==> src/design/hcbp_pkg.sv <==
// Shared types and constants of the code bit packer.
package hcbp_pkg;

   typedef enum logic [1:0] {
      REQ_LOAD   = 2'd0,
      REQ_ENCODE = 2'd1,
      REQ_FLUSH  = 2'd2
   } req_kind_type;

   localparam int SYM_W       = 8;
   localparam int LEN_W       = 6;
   localparam int CODE_W      = 32;
   localparam int BYTE_W      = 8;
   localparam int COUNT_W     = 4;
   // pending bits (at most a byte minus one) plus one full code
   localparam int ACC_W       = CODE_W + BYTE_W - 1;
   localparam int ACC_CNT_W   = 6;
   localparam int QUEUE_DEPTH = 4;
   localparam int QPTR_W      = 2;
   localparam int QCNT_W      = 3;

   typedef struct packed {
      logic              is_flush;
      logic [LEN_W-1:0]  len;
      logic [CODE_W-1:0] code;
   } work_type;

   typedef struct packed {
      logic [BYTE_W-1:0]  out_byte;
      logic [COUNT_W-1:0] bit_count;
      logic               is_final;
      logic               last;
   } result_type;

endpackage

==> src/design/hcbp_queue.sv <==
// Short work queue between the front end and the packer.
module hcbp_queue (
   input  logic               clock,
   input  logic               reset,
   input  logic               wr_valid,
   output logic               wr_ready,
   input  hcbp_pkg::work_type wr_data,
   output logic               rd_valid,
   input  logic               rd_ready,
   output hcbp_pkg::work_type rd_data
);
   import hcbp_pkg::*;

   work_type            entries_ff [QUEUE_DEPTH];
   logic [QPTR_W-1:0]   wr_ptr_ff, wr_ptr_in;
   logic [QPTR_W-1:0]   rd_ptr_ff, rd_ptr_in;
   logic [QCNT_W-1:0]   count_ff, count_in;
   logic                do_wr, do_rd;

   assign wr_ready = count_ff != QCNT_W'(QUEUE_DEPTH);
   assign rd_valid = count_ff != '0;
   assign rd_data  = entries_ff[rd_ptr_ff];
   assign do_wr    = wr_valid && wr_ready;
   assign do_rd    = rd_valid && rd_ready;

   always_comb begin
      wr_ptr_in = do_wr ? wr_ptr_ff + QPTR_W'(1) : wr_ptr_ff;
      rd_ptr_in = do_rd ? rd_ptr_ff + QPTR_W'(1) : rd_ptr_ff;
      count_in  = count_ff;
      if (do_wr && !do_rd) begin
         count_in = count_ff + QCNT_W'(1);
      end else if (do_rd && !do_wr) begin
         count_in = count_ff - QCNT_W'(1);
      end
   end

   always_ff @(posedge clock) begin
      if (do_wr) begin
         entries_ff[wr_ptr_ff] <= wr_data;
      end
   end

   always_ff @(posedge clock) begin
      if (reset) begin
         wr_ptr_ff <= '0;
         rd_ptr_ff <= '0;
         count_ff  <= '0;
      end else begin
         wr_ptr_ff <= wr_ptr_in;
         rd_ptr_ff <= rd_ptr_in;
         count_ff  <= count_in;
      end
   end

endmodule

==> config.mk <==
export PLATFORM = sky130hd
export DESIGN_NAME = hcbp_queue
export DESIGN_NICKNAME = d
export VERILOG_FILES = /design/src/design/hcbp_pkg.sv /design/src/design/hcbp_queue.sv
export SDC_FILE = /design/constraint.sdc
export NUM_CORES = 1
export LEC_CHECK = 0
export BUFFER_PORTS_ARGS = -buffer_cell sky130_fd_sc_hd__buf_2
export CAP_MARGIN = 40
export CORE_ASPECT_RATIO = 1.75
export CORE_MARGIN = 3
export CORE_UTILIZATION = 51
export DETAILED_ROUTE_END_ITERATION = 10
export PLACE_DENSITY_LB_ADDON = 0.15
export SKIP_LAST_GASP = 1
export SYNTH_ARGS = -nofsm -noshare
export SYNTH_HDL_FRONTEND = slang
export SYNTH_SLANG_ARGS = --single-unit
==> constraint.sdc <==
create_clock -name clock -period 2.3 [get_ports clock]
set_clock_uncertainty 0.05 [all_clocks]
set_input_delay 0.345 -clock clock [delete_from_list [all_inputs] [get_ports clock]]
set_output_delay 0.345 -clock clock [all_outputs]
set_load 0.005 [all_outputs]
==> key figures, run 1 <==
Status
  • Status: complete, no violations

Route
  • Final WL: 10090 um
  • DRT Pass-1 Iters: 4
  • Initial DRC Count: 121
  • Wire per inst: between 15 and 20 um
  • Vias: 2790
  • Remaining antenna violation count after routing: 0
  • Post-DR vias/cell: roughly 5.5
  • DR DRC count: 0

Clock network
  • Clk sinks: ~170
  • CTS tree: done
  • # H-tree levels: 4
  • Hold buffers post-CTS: 0
  • Clock-pin slew on the worst setup and hold paths: approximately 60 ps
  • Worst skew pair latency: 400 ps
  • CTS buffer count: 17
  • Root Buffer: clkbuf_16
  • Clk buf depth: 2

Critical path
  • Critical Path Start Type: flip-flop
  • Worst path cell trace: nor2_1 -> a21boi_2 -> ha_1 -> inv_1 -> fa_1 -> xor2_1 -> or3_1 -> a21oi_1
  • Slowest stage delay, CP: 460 ps
  • CP endpoint kind: flip-flop
  • Crit path max fanout: 6
  • Arrival time at the worst endpoint: about 2500 ps
  • WP data required: around 2600 ps
  • R2R Setup Slk: between 100 and 150 ps
  • Crit Path Class: reg2reg
  • Crit-path slowest cell: dfxtp_1

Floorplan
  • Die width: between 80 and 90 um
  • Initial Util: 0.5223
  • Die Span Y: approximately 150 um
  • Die Area: about 13000 sq um
  • Core Area: around 12000 sq um
  • Cell Rows: 52
  • IO Count: between 80 and 90

Global route
  • Number of global-route vias before repair: a little under 3000
  • GRT busiest layer: met2
  • M1 GR Usage: 0.2111
  • Largest net degree at the start of global routing: 24
  • GR Util met3: 0.05093
  • M2 GR Usage: 0.2642
  • Global-route wire length before repair: roughly 16000 um
  • Initial antenna violation count: 0
  • Gr ovfl total: 0
  • Gr usage total: 0.1650

Synthesis
  • Yosys top cell by area: edfxtp_1
  • Syn Nets: 300
  • Synth Cell Area: slightly above 6000 sq um
  • Cells after synthesis: 251
  • Ys Warns: 0
  • Synth Register Bits: 165
  • Post-synthesis average cell area: around 24 sq um
  • Seq/Total Area, Yosys: 0.7997
  • Yosys cell types: 23
  • Async set or reset register ratio after synthesis: 0
  • EDFF count, synth: between 150 and 200
  • Main area contributors after synthesis: edfxtp_1, mux4_2, dfxtp_1, ha_1, xor2_1
  • Top FF cell, synth: edfxtp_1
  • Yosys top cell area share: 0.7701

Final layout
  • Most frequent cells in the layout: edfxtp_1, buf_2, mux4_2, clkbuf_16, buf_4
  • Layout cells sized above 1: 0.4665
  • Post-route insts no fill: just over 500
  • Ant. Diodes: 0
  • Design Area, Final: approximately 7400 sq um
  • Layout area overhead: 21.00%
  • Nets: 410
  • Most common cell after layout, fill and taps aside: edfxtp_1

Placed design
  • Port bufs: 83
  • Post-DP Area: approximately 6800 sq um
  • Placed insts: 474
  • Post-place setup slack: 77.83 ps
  • DP HPWL: about 6400 um
  • Placer Congestion: around 0.67

STA
  • Final setup fails: 0
  • Setup TNS: 0 ps
  • Unrepaired setup endpoints after global routing: false
  • Final hold viol count: 0
  • Final worst-path cycle share: 0.9404
  • Max Slew Vio Count: 0
  • Fmax: 0.4623 GHz
  • Fin crit period: 2163 ps
  • Relative slew slack: 0.7280
  • Slew at the pin closest to its max-slew limit: 408.0 ps
  • Final worst setup slack: ~140 ps

Power and ir drop
  • P per Cell Area: around 1100 nW/um^2
  • PnR Total Power: about 8.2 mW
  • VDD IR-drop max: between 0.6 and 0.7 mV
  • Leakage: about 2.5 nW

Run
  • Maxcap violations: 0

Min path
  • Worst hold path class: in2reg
[cell families (layout without fill, tap and decap cells)]
kind of cell / count (synthesis) / after routing / synth area share
compound gates: 5 / 5 / 0.006169
xor+xnor: 4 / 4 / 0.005758
fa+ha+maj: 6 / 6 / 0.01357
buf+inv: 12 / 134 / 0.01152
flops: 165 / 165 / 0.7997
mux: 42 / 42 / 0.1495
simple gates: 17 / 17 / 0.01378
[state kept, by name, summed over array words and instances, names as in the netlist, named ones only]
| name | flops |
|---|---|
| entries_ff | 156 |
| count_ff | 3 |
| rd_ptr_ff | 2 |
| wr_ptr_ff | 2 |
[worst paths after layout]
kind,startpoint,to,cells past startpoint
max reg2reg,count_ff[0],count_ff[2],8
min,wr_data[15],entries_ff[0][15],1
min reg2reg,wr_ptr_ff[1],wr_ptr_ff[1],2
max,count_ff[0],count_ff[2],8
[where the power goes]
group          switching, mW  leakage, nW  internal [mW]
clock                   1.03        0.261           1.57
sequential             0.140         1.50           3.66
combinational          0.804        0.773           1.00
total                   1.97         2.54           6.23
[worst max-delay path: cells and delay by family, from the launching register on]
family                   cells  cell delay, ps
adder cells (fa/ha/maj)      2             580
buffers and inverters        1              60
AND/OR/NAND/NOR              2             430
flip-flops                   1             460
AO/OA/AOI/OAI                2             330
XOR/XNOR                     1             180
[synthesized netlist by cell type (2+ instances only)]
master,number
nand2b_1,2
edfxtp_1,156
ha_1,5
and2_1,4
inv_1,3
buf_4,2
buf_6,2
clkbuf_1,3
or3_1,2
xor2_1,4
dfxtp_1,9
mux4_2,39
nor2_1,8
buf_2,2
mux2i_1,2
[routing by layer]
metal / vias to the layer above / part of all wire
li1: 1270 / -
met1: 1430 / 0.42
met2: 76 / 0.52
met3: 14 / 0.046
met4: 0 / 0.020
met5: - / 0
[what timing repair did]
action / in CTS / in global routing
gates resized for setup: 0 / 1
endpoints found under the setup margin: 0 / 11
buffers inserted: 0 / 3
[through the flow]
step | util | hold slack (ps)
after floorplan | - | 393.9
after global placement | 0.5827 | 445.5
after detailed placement | 0.5827 | 462.7
after CTS | 0.6297 | 83.90
after global routing | 0.6320 | 86.34
final | 0.6320 | 102.5
[cell type report]
class | instances | area [sq um]
clock inverter | 12 | 113.9
tap | 135 | 168.9
sequential | 165 | 4870
timing repair buffer | 100 | 605.6
fill | 780 | 4285
multi-input combinational | 74 | 1159
clock buffer | 19 | 432.9
inverter | 3 | 11.26
Power figures use the tool's default switching activity.
==> inputs of run 2 (changes only) <==
--- a/config.mk
+++ b/config.mk
@@ -5,6 +5,7 @@
 export SDC_FILE = /design/constraint.sdc
 export NUM_CORES = 1
 export LEC_CHECK = 0
+export ABC_AREA = 1
 export BUFFER_PORTS_ARGS = -buffer_cell sky130_fd_sc_hd__buf_2
 export CAP_MARGIN = 40
 export CORE_ASPECT_RATIO = 1.75
==> run 2 against run 1 <==
Utilization is 0.14 points lower. Die area grew 2.9%. Register-to-register slack better by 270 ps. Routed wire length grew 24%. Worst setup slack better by 18 ps. Final area up 2.8%. Via count increased by 37%. Worst hold slack got worse by 5.6 ps. Critical endpoint is now rd_data[32]. Highest routed layer unchanged.
==> key figures, run 2 <==
Status
  • Status: complete, no violations

Run
  • Maxcap violations: 0 (unchanged)

STA
  • Final hold viol count: 0 (unchanged)
  • Slew at the pin closest to its max-slew limit: 371.9 ps (-36.12 ps)
  • Max Slew Vio Count: 0 (unchanged)
  • Final setup fails: 0 (unchanged)
  • Fin crit period: 2145 ps (-17.94 ps)
  • Fmax: 0.4662 GHz (+0.84%)
  • Relative slew slack: 0.7521 (+0.02408)
  • Final worst-path cycle share: 0.9326 (-0.007801)
  • Unrepaired setup endpoints after global routing: false

Placed design
  • DP HPWL: 7121 um (+11%)
  • Post-DP Area: 6928 sq um (+2.1%)
  • Placer Congestion: 0.7115 (+6.4%)
  • Port bufs: 83 (unchanged)

Route
  • Remaining antenna violation count after routing: 0 (unchanged)
  • Vias: 3832 (+37%)
  • Wire per inst: 17.50 um (-12%)
  • DRT Pass-1 Iters: 4 (unchanged)
  • DR DRC count: 0 (unchanged)
  • Initial DRC Count: 268 (+120%)
  • Post-DR vias/cell: 5.359 (-2.4%)
  • Final WL: 12520 um (+24%)

Synthesis
  • Yosys top cell by area: edfxtp_1
  • Post-synth top cells: edfxtp_1, nor2_1, o21ai_0
  • Synth Register Bits: 165 (unchanged)
  • Main area contributors after synthesis: edfxtp_1, o21ai_0, nor2_1, o22ai_1, dfxtp_1
  • Seq/Total Area, Yosys: 0.7762 (-0.02347)
  • Post-synthesis average cell area: 14.05 sq um (-42%)
  • Syn Nets: 495 (+65%)
  • Cells after synthesis: 446 (+78%)
  • Top FF cell, synth: edfxtp_1
  • Yosys cell types: 22 (-4.3%)
  • Async set or reset register ratio after synthesis: 0 (unchanged)
  • Most numerous cell in the Yosys netlist: edfxtp_1
  • Synth Cell Area: 6267 sq um (+3.0%)
  • EDFF count, synth: 156 (unchanged)
  • Yosys top cell area share: 0.7475 (-0.02260)
  • Ys Warns: 0 (unchanged)

Clock network
  • # H-tree levels: 4 (unchanged)
  • Clock-pin slew on the worst setup and hold paths: 60 ps (about the same)
  • Hold buffers post-CTS: 0 (unchanged)
  • Clk buf depth: 2 (unchanged)
  • Postcts setup bufs: 0 (unchanged)
  • Clk sinks: 165 (unchanged)
  • CTS tree: done
  • Root Buffer: clkbuf_16
  • CTS buffer count: 17 (unchanged)
  • Worst skew pair latency: 410 ps (about the same)
  • Post_cts resized: 0 (unchanged)

Floorplan
  • Core Area: 12000 sq um (+3.1%)
  • Initial Util: 0.5222 (about the same)
  • Die Span Y: 152.6 um (+1.4%)
  • Cell Rows: 53 (+1.9%)
  • Die width: 89.80 um (+1.4%)
  • Die Area: 13710 sq um (+2.9%)
  • IO Count: 84 (unchanged)

Final layout
  • Biggest registers after layout: entries_ff: 156 flops, count_ff: 3 flops
  • Util after Layout: 0.6307 (-0.001369)
  • Nets: 585 (+43%)
  • Largest Register: entries_ff
  • Layout cells sized above 1: 0.2404 (-0.2261)
  • Most frequent cells in the layout: edfxtp_1, nor2_1, buf_2, o21ai_0, o22ai_1
  • Fill cells: 904 (+16%)
  • FF+latch area: 4866 sq um (about the same)
  • Most common cell after layout, fill and taps aside: edfxtp_1
  • Layout area overhead: 20.78%
  • Multi-input gate area in the final layout: 1205 sq um (+4.0%)
  • Design Area, Final: 7570 sq um (+2.8%)
  • Max FFs per register: 156 (unchanged)

Critical path
  • Arrival time at the worst endpoint: 1750 ps (-700 ps)
  • CP delay by family, top: buffers and inverters
  • CP endpoint kind: output pin
  • Crit Path Class: reg2out
  • Buf+Inv Stages, Crit Path: 3 (+2)
  • Worst path cell trace: inv_4 -> buf_4 -> o21ai_0 -> o22ai_1 -> buf_2
  • WP data required: 1900 ps (-690 ps)
  • Slowest stage delay, CP: 340 ps (-120 ps)
  • Crit-path slowest cell: dfxtp_2
  • Critical Path Start Type: flip-flop
  • Crit path max fanout: 28 (+22)

Global route
  • Gr usage total: 0.1869 (+0.02187)
  • Number of global-route vias before repair: 3914 (+32%)
  • Largest net degree at the start of global routing: 79 (+230%)
  • Initial antenna violation count: 1 (+1)
  • Gr ovfl total: 0 (unchanged)
  • Global-route wire length before repair: 19710 um (+25%)

Power and ir drop
  • Leakage: 2.703 nW (+6.5%)
  • VDD IR-drop max: 0.7099 mV (+14%)
  • P per Cell Area: 1142 nW/um^2 (+2.5%)

Min path
  • Worst hold path class: in2reg
-- run 2: final cells by class --
cell class              count  share of cell area
flip-flops and latches    165              0.6428
well taps                 165             0.02727
repair buffers             96             0.07769
diodes                      1           0.0003306
inverters                  16            0.008264
multi-input cells         240              0.1592
clock buffers              20             0.05769
clock inverters            12             0.02678
-- run 2: worst paths after layout --
path / from / to / slack (ps) / cells past startpoint
worst max-delay path: flip-flop / rd_data[32] / 150 / 5
worst min-delay path: wr_data[18] / entries_ff[2][18] / 100 / 1
worst max register to register: count_ff[0] / count_ff[2] / 410 / 13
worst min register to register: rd_ptr_ff[0] / rd_ptr_ff[0] / 470 / 2
-- run 2: worst register-to-register path, stage by stage (launching register included) --
cell and delay, ps:
dfxtp_1 400, nor2_1 80, nand2_1 110, nand2_1 80
inv_1 100, ha_1 180, inv_1 70, fa_1 380
inv_1 60, nand2_1 40, nand3_1 90, nand2_1 60
nand2_1 50, nor2_1 40
-- run 2: where the power goes --
group	internal [mW]	switching, mW
Clock	1.93	1.10
Combinational	0.703	1.16
Sequential	3.65	0.0975
-- run 2: logic make-up after synthesis --
family | Yosys count | synth area share
DFF | 165 | 0.7762
buffers and inverters | 41 | 0.03633
adders and majority gates | 6 | 0.01318
xor gates and xnor gates | 1 | 0.001398
and+or+nand+nor | 112 | 0.06848
AOI/OAI and AO/OA | 121 | 0.1044
-- run 2: per-stage QoR --
| step | total power, mW | cells | TNS [ps] | hold slack, ps | setup slack (ps) |
|---|---|---|---|---|---|
| floorplan | 4.922 | 446 | -80100 | 364.1 | -513.4 |
| global placement | 5.643 | 682 | 0 | 441.3 | 492.5 |
| detailed placement | 5.708 | 682 | 0 | 461.2 | 408.2 |
| CTS | 8.735 | 714 | 0 | 78.41 | 117.5 |
| global route | 9.058 | 715 | 0 | 80.06 | 57.22 |
| finish | 8.642 | 715 | 0 | 96.95 | 155.0 |
-- run 2: metal layers --
metal / global-route usage / part of all wire
met4: 0.08918 / 0.024
met5: 0 / 0
met2: 0.3330 / 0.53
met3: 0.03706 / 0.048
met1: 0.2148 / 0.40
