File: config.mk
export PLATFORM = sky130hd
export DESIGN_NAME = hcbp_back
export DESIGN_NICKNAME = d
export VERILOG_FILES = /design/src/design/hcbp_pkg.sv /design/src/design/hcbp_back.sv
export SDC_FILE = /design/constraint.sdc
export NUM_CORES = 1
export LEC_CHECK = 0
export BUFFER_PORTS_ARGS = -buffer_cell sky130_fd_sc_hd__buf_2
export CORE_AREA = 2 2 110 112
export DETAILED_ROUTE_END_ITERATION = 10
export DIE_AREA = 0 0 112 114
export GPL_ROUTABILITY_DRIVEN = 0
export HOLD_SLACK_MARGIN = 0.12
export PLACE_DENSITY = 0.74
export SETUP_SLACK_MARGIN = 0.02
export SLEW_MARGIN = 40
export SYNTH_ARGS = -nofsm -noshare
export SYNTH_HDL_FRONTEND = slang
export SYNTH_SLANG_ARGS = --single-unit
File: constraint.sdc
create_clock -name clock -period 9.9 [get_ports clock]
set_input_delay 0 -clock clock [delete_from_list [all_inputs] [get_ports clock]]
set_output_delay 0 -clock clock [all_outputs]
set_load 0.02 [all_outputs]
File: src/design/hcbp_pkg.sv
// Shared types and constants of the code bit packer.
package hcbp_pkg;

   typedef enum logic [1:0] {
      REQ_LOAD   = 2'd0,
      REQ_ENCODE = 2'd1,
      REQ_FLUSH  = 2'd2
   } req_kind_type;

   localparam int SYM_W       = 8;
   localparam int LEN_W       = 6;
   localparam int CODE_W      = 32;
   localparam int BYTE_W      = 8;
   localparam int COUNT_W     = 4;
   // pending bits (at most a byte minus one) plus one full code
   localparam int ACC_W       = CODE_W + BYTE_W - 1;
   localparam int ACC_CNT_W   = 6;
   localparam int QUEUE_DEPTH = 4;
   localparam int QPTR_W      = 2;
   localparam int QCNT_W      = 3;

   typedef struct packed {
      logic              is_flush;
      logic [LEN_W-1:0]  len;
      logic [CODE_W-1:0] code;
   } work_type;

   typedef struct packed {
      logic [BYTE_W-1:0]  out_byte;
      logic [COUNT_W-1:0] bit_count;
      logic               is_final;
      logic               last;
   } result_type;

endpackage

File: src/design/hcbp_back.sv
// Back end: bit accumulator, byte split and result register.
module hcbp_back (
   input  logic                 clock,
   input  logic                 reset,
   input  logic                 pop_valid,
   output logic                 pop_ready,
   input  hcbp_pkg::work_type   pop_work,
   output logic                 out_valid,
   input  logic                 out_ready,
   output hcbp_pkg::result_type out_result
);
   import hcbp_pkg::*;

   logic [ACC_W-1:0]     acc_ff, acc_in;
   logic [ACC_CNT_W-1:0] cnt_ff, cnt_in;
   logic                 out_valid_ff, out_valid_in;
   result_type           result_ff;

   logic                 out_free;
   logic                 have_byte;
   logic                 final_byte;
   logic [ACC_CNT_W-1:0] byte_shift;
   logic [BYTE_W-1:0]    full_byte;
   logic [BYTE_W:0]      flush_mask;
   logic                 emit;
   logic                 pop;
   result_type           res;
   logic [ACC_CNT_W-1:0] base_cnt;

   assign out_free   = !out_valid_ff || out_ready;
   assign have_byte  = cnt_ff >= ACC_CNT_W'(BYTE_W);
   assign final_byte = cnt_ff < ACC_CNT_W'(2 * BYTE_W);
   assign byte_shift = cnt_ff - ACC_CNT_W'(BYTE_W);
   assign full_byte  = BYTE_W'(acc_ff >> byte_shift);
   assign flush_mask = ((BYTE_W + 1)'(1) << cnt_ff[2:0]) - (BYTE_W + 1)'(1);

   always_comb begin
      emit     = 1'b0;
      pop      = 1'b0;
      res      = '0;
      base_cnt = cnt_ff;
      if (have_byte) begin
         if (out_free) begin
            emit          = 1'b1;
            res.out_byte  = full_byte;
            res.bit_count = COUNT_W'(BYTE_W);
            res.last      = final_byte;
            base_cnt      = byte_shift;
            // load the next code while the last byte goes out
            pop = final_byte && pop_valid && !pop_work.is_flush;
         end
      end else if (pop_valid) begin
         if (pop_work.is_flush) begin
            if (out_free) begin
               emit          = 1'b1;
               pop           = 1'b1;
               res.out_byte  = acc_ff[BYTE_W-1:0] & flush_mask[BYTE_W-1:0];
               res.bit_count = {1'b0, cnt_ff[2:0]};
               res.is_final  = 1'b1;
               res.last      = 1'b1;
            end
         end else begin
            pop = 1'b1;
         end
      end
   end

   always_comb begin
      acc_in = acc_ff;
      cnt_in = base_cnt;
      if (pop) begin
         if (pop_work.is_flush) begin
            cnt_in = '0;
         end else begin
            acc_in = (acc_ff << pop_work.len) | ACC_W'(pop_work.code);
            cnt_in = base_cnt + ACC_CNT_W'(pop_work.len);
         end
      end
   end

   always_comb begin
      out_valid_in = out_valid_ff;
      if (emit) begin
         out_valid_in = 1'b1;
      end else if (out_ready) begin
         out_valid_in = 1'b0;
      end
   end

   assign pop_ready  = pop;
   assign out_valid  = out_valid_ff;
   assign out_result = result_ff;

   always_ff @(posedge clock) begin
      acc_ff <= acc_in;
      if (emit) begin
         result_ff <= res;
      end
   end

   always_ff @(posedge clock) begin
      if (reset) begin
         cnt_ff       <= '0;
         out_valid_ff <= 1'b0;
      end else begin
         cnt_ff       <= cnt_in;
         out_valid_ff <= out_valid_in;
      end
   end

endmodule

==> summary.txt, run 1 <==
========================================================================================================
Maximum capacitance violations ............................................................            0
Number of diodes ..........................................................................            0
Yosys top cell area share .................................................................        25.7%
Synthesized netlist net count .............................................................          618
Data required time at the worst endpoint ..................................................     10.15 ns
Register area share after synthesis .......................................................        27.8%
Worst slew pin tran .......................................................................     0.786 ns
Initial drt markers .......................................................................          663
Cells taking the most area after synthesis ................................................ sky130_fd_sc_hd__mux4_2, sky130_fd_sc_hd__edfxtp_1, sky130_fd_sc_hd__mux2i_1
Via count of the first global-routing pass ................................................         5458
Total of cells resized after clock tree synthesis .........................................            0
Count of unresolved DRC violations after routing ..........................................            0
Cell with the most instances after synthesis .............................................. sky130_fd_sc_hd__mux4_2
Primary FF master, synth .................................................................. sky130_fd_sc_hd__edfxtp_1
Core Area .................................................................................    11700 µm²
TritonCTS buffer count ....................................................................            9
Cell at the root of the clock tree ........................................................ sky130_fd_sc_hd__clkbuf_16
Max Transition Viols Final ................................................................            0
Antenna violations before repair ..........................................................            0
Hold Crit Class ...........................................................................       in2reg
Critical path endpoint .................................................................... cnt_ff[5]$_SDFF_PP0_
Mean Syn Cell Area ........................................................................     11.0 µm²
Startpoint class of the critical path .....................................................         flop
Average wire per cell in the routed design ................................................      23.8 µm
Final-report hold violation count .........................................................            0
Final std cells w/o fill ..................................................................          780
Die span in x .............................................................................       112 µm
Hold-fix buffer count after cts ...........................................................           35
Largest voltage drop on the vdd net .......................................................   0.000137 V
Die outline height ........................................................................       114 µm
Residual antenna-violating net count after detailed routing ...............................            0
Initial cell density of the core ..........................................................        53.2%
Clock latency on the worst-skew pair ......................................................      0.33 ns
H-tree levels .............................................................................            3
Number of synthesized register bits .......................................................           60
Setup slack on the worst flop-to-flop path ................................................      6.16 ns
Period Utilization, post-route ............................................................        37.7%
Synth top cells by count .................................................................. sky130_fd_sc_hd__mux4_2, sky130_fd_sc_hd__edfxtp_1, sky130_fd_sc_hd__mux2i_1
Launch point of the worst reg-to-reg path ................................................. cnt_ff[3]$_SDFF_PP0_
Worst setup path startpoint ............................................................... cnt_ff[3]$_SDFF_PP0_
Final period demand of the worst path .....................................................      3.74 ns
Full die area .............................................................................    12800 µm²
Total Nets Final ..........................................................................          680
Number of synthesized flops with an enable pin ............................................           53
Via-per-instance ratio ....................................................................         7.19
Num Clock Sinks ...........................................................................           60
Total Wirelength ..........................................................................     18600 µm
Static leakage power ......................................................................      2.67 nW
Synth-to-Final Area Change ................................................................        15.4%
Critical path endpoint category ...........................................................         flop
Crit path max fanout ......................................................................           20
Status .................................................................................... finished, final reports clean
Fraction of final layout cells with drive strength greater than 1 .........................        28.9%
Largest net degree at the start of global routing .........................................           53
Post-Place Cells ..........................................................................          729
Worst setup margin ........................................................................      6.16 ns
I/O pin cnt ...............................................................................           59
Yosys warning count .......................................................................            0
FP Rows ...................................................................................           40
Via count .................................................................................         5608
Clock tree skew after final layout ........................................................   0.00590 ns
Placement Setup Slack .....................................................................      6.25 ns
Synth async-reset ratio ...................................................................           0%
Post-CTS setup buffer count ...............................................................            0
Half-perimeter wire length after detailed placement .......................................     12900 µm
Setup-failing EPs final ...................................................................            0
Overall overflow remaining after global route .............................................            0
Highest clock frequency the design can meet ...............................................      268 MHz
GRT Total Usage ...........................................................................        29.7%
Setup TNS .................................................................................         0 ns
Post-Syn Area .............................................................................     6220 µm²
Arrival time at the worst endpoint ........................................................      3.99 ns
Total of fill cells in the finished design ................................................          964
Slew HR ...................................................................................        47.6%
Worst R2R Path Depth ......................................................................            9
Count of mapped cells out of synthesis ....................................................          566
Number of iterations in the first detailed-routing pass ...................................            6
Biggest area consumer among synthesized cells ............................................. sky130_fd_sc_hd__mux4_2
Max Buffers Root-to-Sink ..................................................................            2
Wire length of the first global-routing pass ..............................................     29500 µm
Power per cell area .......................................................................   211 nW/µm²
Endpoint of the worst register-to-register path ........................................... cnt_ff[5]$_SDFF_PP0_
Number of library cell types mapped by synthesis ..........................................           61
Post-CTS clock slew at the launch and capture registers of the worst setup and hold paths .      0.06 ns
Start-to-end type of the worst setup path .................................................      reg2reg
Clock tree from TritonCTS .................................................................        built
IO buf count ..............................................................................           58
RSZ-0062 raised after global routing ......................................................        false
========================================================================================================
-- metal layers --
metal,global-route usage (%),share of wire [%],up-vias
met2,49.3,48,426
met5,0,0,-
li1,-,-,2417
met1,37.1,36,2690
met3,6.16,11,75
met4,15.8,5.5,0
-- worst min-delay path by stage --
stage | startpoint | to | slack, ns | depth (start not counted)
2_1_floorplan | pop_work[0] | acc_ff[0]$_DFFE_PP_ | 0.16 | 1
3_3_place_gp | pop_work[9] | acc_ff[9]$_DFFE_PP_ | 0.25 | 2
3_5_place_dp | pop_work[14] | acc_ff[14]$_DFFE_PP_ | 0.25 | 2
4_1_cts | pop_work[38] | cnt_ff[4]$_SDFF_PP0_ | 0.16 | 3
5_1_grt | pop_work[38] | cnt_ff[1]$_SDFFE_PP0P_ | 0.18 | 3
6_report | pop_work[38] | cnt_ff[4]$_SDFF_PP0_ | 0.17 | 3
-- flip-flops by register name, indices dropped and copies added (netlist names) --
name        cells
acc_ff         39
out_result     14
cnt_ff          6
out_valid       1
-- placed cells by master (no fill, tap or decap), drive strengths merged, types with 8 or more instances in the layout --
| cell type | n |
|---|---|
| nor3 | 18 |
| mux2 | 24 |
| mux2i | 44 |
| o21ai | 36 |
| nand2 | 39 |
| ha | 8 |
| buf | 67 |
| inv | 12 |
| nor2 | 29 |
| a21o | 17 |
| edfxtp | 53 |
| a211oi | 8 |
| dlygate4sd3 | 35 |
| mux4 | 72 |
| nand2b | 9 |
| a21oi | 28 |
| nand3 | 10 |
| clkbuf | 10 |
-- power by group --
part           internal [mW]  switching (mW)  leakage (nW)
Clock                  0.192           0.116         0.137
Sequential             0.364          0.0727         0.562
Combinational          0.340           0.430          1.97
-- final cells by class --
type	instances	area, µm²	share of cell area, %
Timing Repair Buffer	102	731	10.2
Inverter	15	57.6	0.802
Multi-Input combinational cell	440	4190	58.4
Sequential cell	60	1730	24.2
Tap cell	147	184	2.56
Clock buffer	10	229	3.19
Clock inverter	6	55.1	0.767
-- cells by family (layout without fill, tap and decap cells) --
family / count (synthesis) / in the layout / share of synthesized area (%)
buffers and inverters: 66 / 133 / 5.05
xor gates and xnor gates: 5 / 5 / 0.704
muxes: 140 / 140 / 37.5
adders and majority gates: 9 / 9 / 1.93
AOI/OAI and AO/OA: 146 / 146 / 15.6
and+or+nand+nor: 140 / 140 / 11.4
DFF: 60 / 60 / 27.8
-- stage by stage --
| step | util (%) | power (mW) | cell area [µm²] | hold WS (ns) |
|---|---|---|---|---|
| finish | 61.3 | 1.51 | 7180 | 0.165 |
| global route | 61.3 | 1.59 | 7180 | 0.176 |
| CTS | 61.3 | 1.50 | 7180 | 0.156 |
| detailed placement | 55.9 | 1.18 | 6550 | 0.253 |
| global placement | 55.6 | 1.15 | 6510 | 0.246 |
| floorplan | - | 0.992 | 6220 | 0.161 |
-- critical path, stage by stage (launching register included) --
cell                       delay (ns)
sky130_fd_sc_hd__dfxtp_1         0.65
sky130_fd_sc_hd__buf_4           0.32
sky130_fd_sc_hd__inv_1           0.14
sky130_fd_sc_hd__ha_1            0.74
sky130_fd_sc_hd__a22oi_1         0.25
sky130_fd_sc_hd__ha_1            0.40
sky130_fd_sc_hd__or4b_1          0.44
sky130_fd_sc_hd__o311a_1         0.16
sky130_fd_sc_hd__or4_1           0.40
sky130_fd_sc_hd__o211ai_1        0.16
Note: power is estimated with default switching activity, not from simulation.
==> run 2: changes to the inputs <==
- ABC_AREA: not set -> 1
- CORE_AREA: 2 2 110 112 -> 2 2 111 113
- DIE_AREA: 0 0 112 114 -> 0 0 113 115
- PLACE_DENSITY: 0.74 -> 0.76
- clock period: 9.9 -> 3 ns (I/O delays scaled with it)
==> run 2 against run 1 <==
Net effect: the flow now finishes with violations (DRC); global-route usage is 2.6 points higher; maximum frequency is 45% higher; area after synthesis is 1.6% higher; largest power group unchanged; core utilization is 0.095 points higher; highest routed layer unchanged; register-to-register slack worse by 5.7 ns; count of clock-buffer cells in the layout is 2 higher.
==> summary.txt, run 2 <==
========================================================================================================
Yosys top cell area share .................................................................        25.2%
Net switching component of the power ......................................................      2.40 mW
Via count of the first global-routing pass ................................................         6609
Part of the power in combinational logic ..................................................        52.6%
Final std cells w/o fill ..................................................................         1199
Post-place instance area ..................................................................     6600 µm²
Crit path max fanout ......................................................................           10
Num Clock Sinks ...........................................................................           60
IO buf count ..............................................................................           58
Max reg flops .............................................................................           39
Synth top cells by count .................................................................. sky130_fd_sc_hd__nand2_1, sky130_fd_sc_hd__nand3_1, sky130_fd_sc_hd__edfxtp_1, sky130_fd_sc_hd__o211ai_1, sky130_fd_sc_hd__inv_1
Post-CTS setup buffer count ...............................................................            0
Post-CTS clock slew at the launch and capture registers of the worst setup and hold paths .      0.05 ns
Number of synthesized flops with an enable pin ............................................           53
I/O pin cnt ...............................................................................           59
Residual antenna-violating net count after detailed routing ...............................            0
Reg with most FFs .........................................................................       acc_ff
Violated checks ...........................................................................          DRC
Post-Place Cells ..........................................................................         1150
Via-per-instance ratio ....................................................................         6.15
H-tree levels .............................................................................            3
TritonCTS buffer count ....................................................................            9
Clock latency on the worst-skew pair ......................................................      0.34 ns
Die outline height ........................................................................       115 µm
Cells taking the most area after synthesis ................................................ sky130_fd_sc_hd__edfxtp_1, sky130_fd_sc_hd__nand2_1, sky130_fd_sc_hd__nand3_1
Count of mapped cells out of synthesis ....................................................          996
Status .................................................................................... finished, violations left
Mean Syn Cell Area ........................................................................     6.35 µm²
Post-layout instance area .................................................................     7250 µm²
Highest clock frequency the design can meet ...............................................      388 MHz
Hold Crit Class ...........................................................................       in2reg
Full die area .............................................................................    13000 µm²
Highest-count cells in the layout ignoring fill and taps .................................. sky130_fd_sc_hd__nand2_1, sky130_fd_sc_hd__nand3_1, sky130_fd_sc_hd__buf_2
Setup TNS .................................................................................         0 ns
Static leakage power ......................................................................      3.25 nW
Wire length of the first global-routing pass ..............................................     33200 µm
Primary FF master, synth .................................................................. sky130_fd_sc_hd__edfxtp_1
Period Utilization, post-route ............................................................        85.8%
Startpoint class of the critical path .....................................................         flop
Fraction of final layout cells with drive strength greater than 1 .........................        13.0%
Clock tree from TritonCTS .................................................................        built
Number of diodes ..........................................................................            0
Synth-to-Final Area Change ................................................................        14.7%
Synth async-reset ratio ...................................................................           0%
Initial drt markers .......................................................................          758
Final period demand of the worst path .....................................................      2.57 ns
Total of cells resized after clock tree synthesis .........................................            0
Start-to-end type of the worst setup path .................................................      reg2reg
Count of unresolved DRC violations after routing ..........................................            4
Number of iterations in the first detailed-routing pass ...................................            8
Power per cell area .......................................................................   723 nW/µm²
Share of power burned in the clock network ................................................        21.7%
Average wire per cell in the routed design ................................................      17.5 µm
Arrival time at the worst endpoint ........................................................      2.66 ns
Maximum capacitance violations ............................................................            0
Total of fill cells in the finished design ................................................         1090
Yosys warning count .......................................................................            0
Most common cell after layout, fill and taps aside ........................................ sky130_fd_sc_hd__nand2_1
Synthesized netlist net count .............................................................         1048
Switch share ..............................................................................        45.8%
Biggest area consumer among synthesized cells ............................................. sky130_fd_sc_hd__edfxtp_1
Antenna violations before repair ..........................................................            0
Max Buffers Root-to-Sink ..................................................................            2
Number of synthesized register bits .......................................................           60
Largest voltage drop on the vdd net .......................................................   0.000347 V
Critical path endpoint category ...........................................................         flop
Cell at the root of the clock tree ........................................................ sky130_fd_sc_hd__clkbuf_16
Half-perimeter wire length after detailed placement .......................................     15000 µm
RSZ-0062 raised after global routing ......................................................        false
Total Wirelength ..........................................................................     21000 µm
Via count .................................................................................         7371
FP Rows ...................................................................................           40
Initial cell density of the core ..........................................................        53.5%
Overall overflow remaining after global route .............................................            0
Slew HR ...................................................................................        48.2%
Cell with the most instances after synthesis .............................................. sky130_fd_sc_hd__nand2_1
Number of library cell types mapped by synthesis ..........................................           48
Final-report hold violation count .........................................................            0
Clock tree skew after final layout ........................................................    0.0114 ns
Register area share after synthesis .......................................................        27.4%
Core Area .................................................................................    11800 µm²
Largest net degree at the start of global routing .........................................           60
Overall Power .............................................................................      5.25 mW
Sequential power share ....................................................................        25.8%
GRT Total Usage ...........................................................................        32.3%
Total Nets Final ..........................................................................         1099
Die span in x .............................................................................       113 µm
Setup-failing EPs final ...................................................................            0
Cell internal power dissipation ...........................................................      2.84 mW
Max Transition Viols Final ................................................................            0
Post-Syn Area .............................................................................     6320 µm²
Data required time at the worst endpoint ..................................................      3.08 ns
Worst slew pin tran .......................................................................     0.777 ns
========================================================================================================
run 2: path summary, 6_finish.rpt:
path | to | depth (start not counted) | startpoint | slack (ns)
max | out_result[12]$_DFFE_PP_ | 11 | cnt_ff[3]$_SDFF_PP0_ | 0.43
min | out_result[5]$_SDFFCE_PP0P_ | 3 | out_ready | 0.14
max reg2reg | out_result[12]$_DFFE_PP_ | 11 | cnt_ff[3]$_SDFF_PP0_ | 0.43
min reg2reg | cnt_ff[4]$_SDFF_PP0_ | 4 | cnt_ff[4]$_SDFF_PP0_ | 0.63
run 2: final cells by class:
cell class                      instances  area [µm²]  area share (%)
Clock inverter                          4        72.6            1.00
Inverter                               56         213            2.93
Sequential cell                        60        1730            23.9
Multi-Input combinational cell        816        4080            56.2
Clock buffer                           12         246            3.40
Timing Repair Buffer                  104         731            10.1
Tap cell                              147         184            2.54
run 2: what timing repair did:
action                                  in CTS  in global routing
hold endpoints to repair                    39                  0
endpoints found under the setup margin       0                  0
hold buffers                                33                  0
run 2: worst max-delay path, stage by stage (launching register included):
cell and delay (ns):
sky130_fd_sc_hd__dfxtp_1 0.42, sky130_fd_sc_hd__clkinv_1 0.33, sky130_fd_sc_hd__ha_1 0.50, sky130_fd_sc_hd__clkinv_1 0.23, sky130_fd_sc_hd__nor2_1 0.38, sky130_fd_sc_hd__nand3_1 0.14
sky130_fd_sc_hd__nand2_1 0.07, sky130_fd_sc_hd__a21oi_1 0.04, sky130_fd_sc_hd__nand2_1 0.07, sky130_fd_sc_hd__nand2_1 0.05, sky130_fd_sc_hd__nand2_1 0.05, sky130_fd_sc_hd__nand2_1 0.05
run 2: layer usage:
metal	GRT usage (%)	wire, µm
met5	0	0
met4	15.5	855
met3	6.17	1910
met2	52.0	9610
met1	42.1	8580
run 2: power groups by stage:
| stage | Combinational (mW) | Sequential, mW | Clock, mW |
|---|---|---|---|
| 2_1_floorplan | 1.94 | 1.45 | 0 |
| 3_3_place_gp | 2.65 | 1.36 | 0 |
| 3_5_place_dp | 2.67 | 1.36 | 0 |
| 4_1_cts | 2.72 | 1.35 | 1.13 |
| 5_1_grt | 3.07 | 1.37 | 1.17 |
| 6_report | 2.76 | 1.35 | 1.14 |
run 2: logic make-up after synthesis:
logic type	Yosys count	synth area share, %
compound gates	157	16.2
simple gates	644	45.4
fa+ha+maj	9	1.90
buf+inv	120	8.23
mux	2	0.317
xor+xnor	4	0.554
flops	60	27.4
run 2: per-stage QoR:
stage,hold slack [ns],utilization [%],setup WS (ns)
after detailed placement,0.257,55.9,0.497
after global routing,0.162,61.4,0.122
final,0.143,61.4,0.426
after floorplan,0.0691,-,0.831
after CTS,0.140,61.4,0.481
after global placement,0.249,55.9,0.582
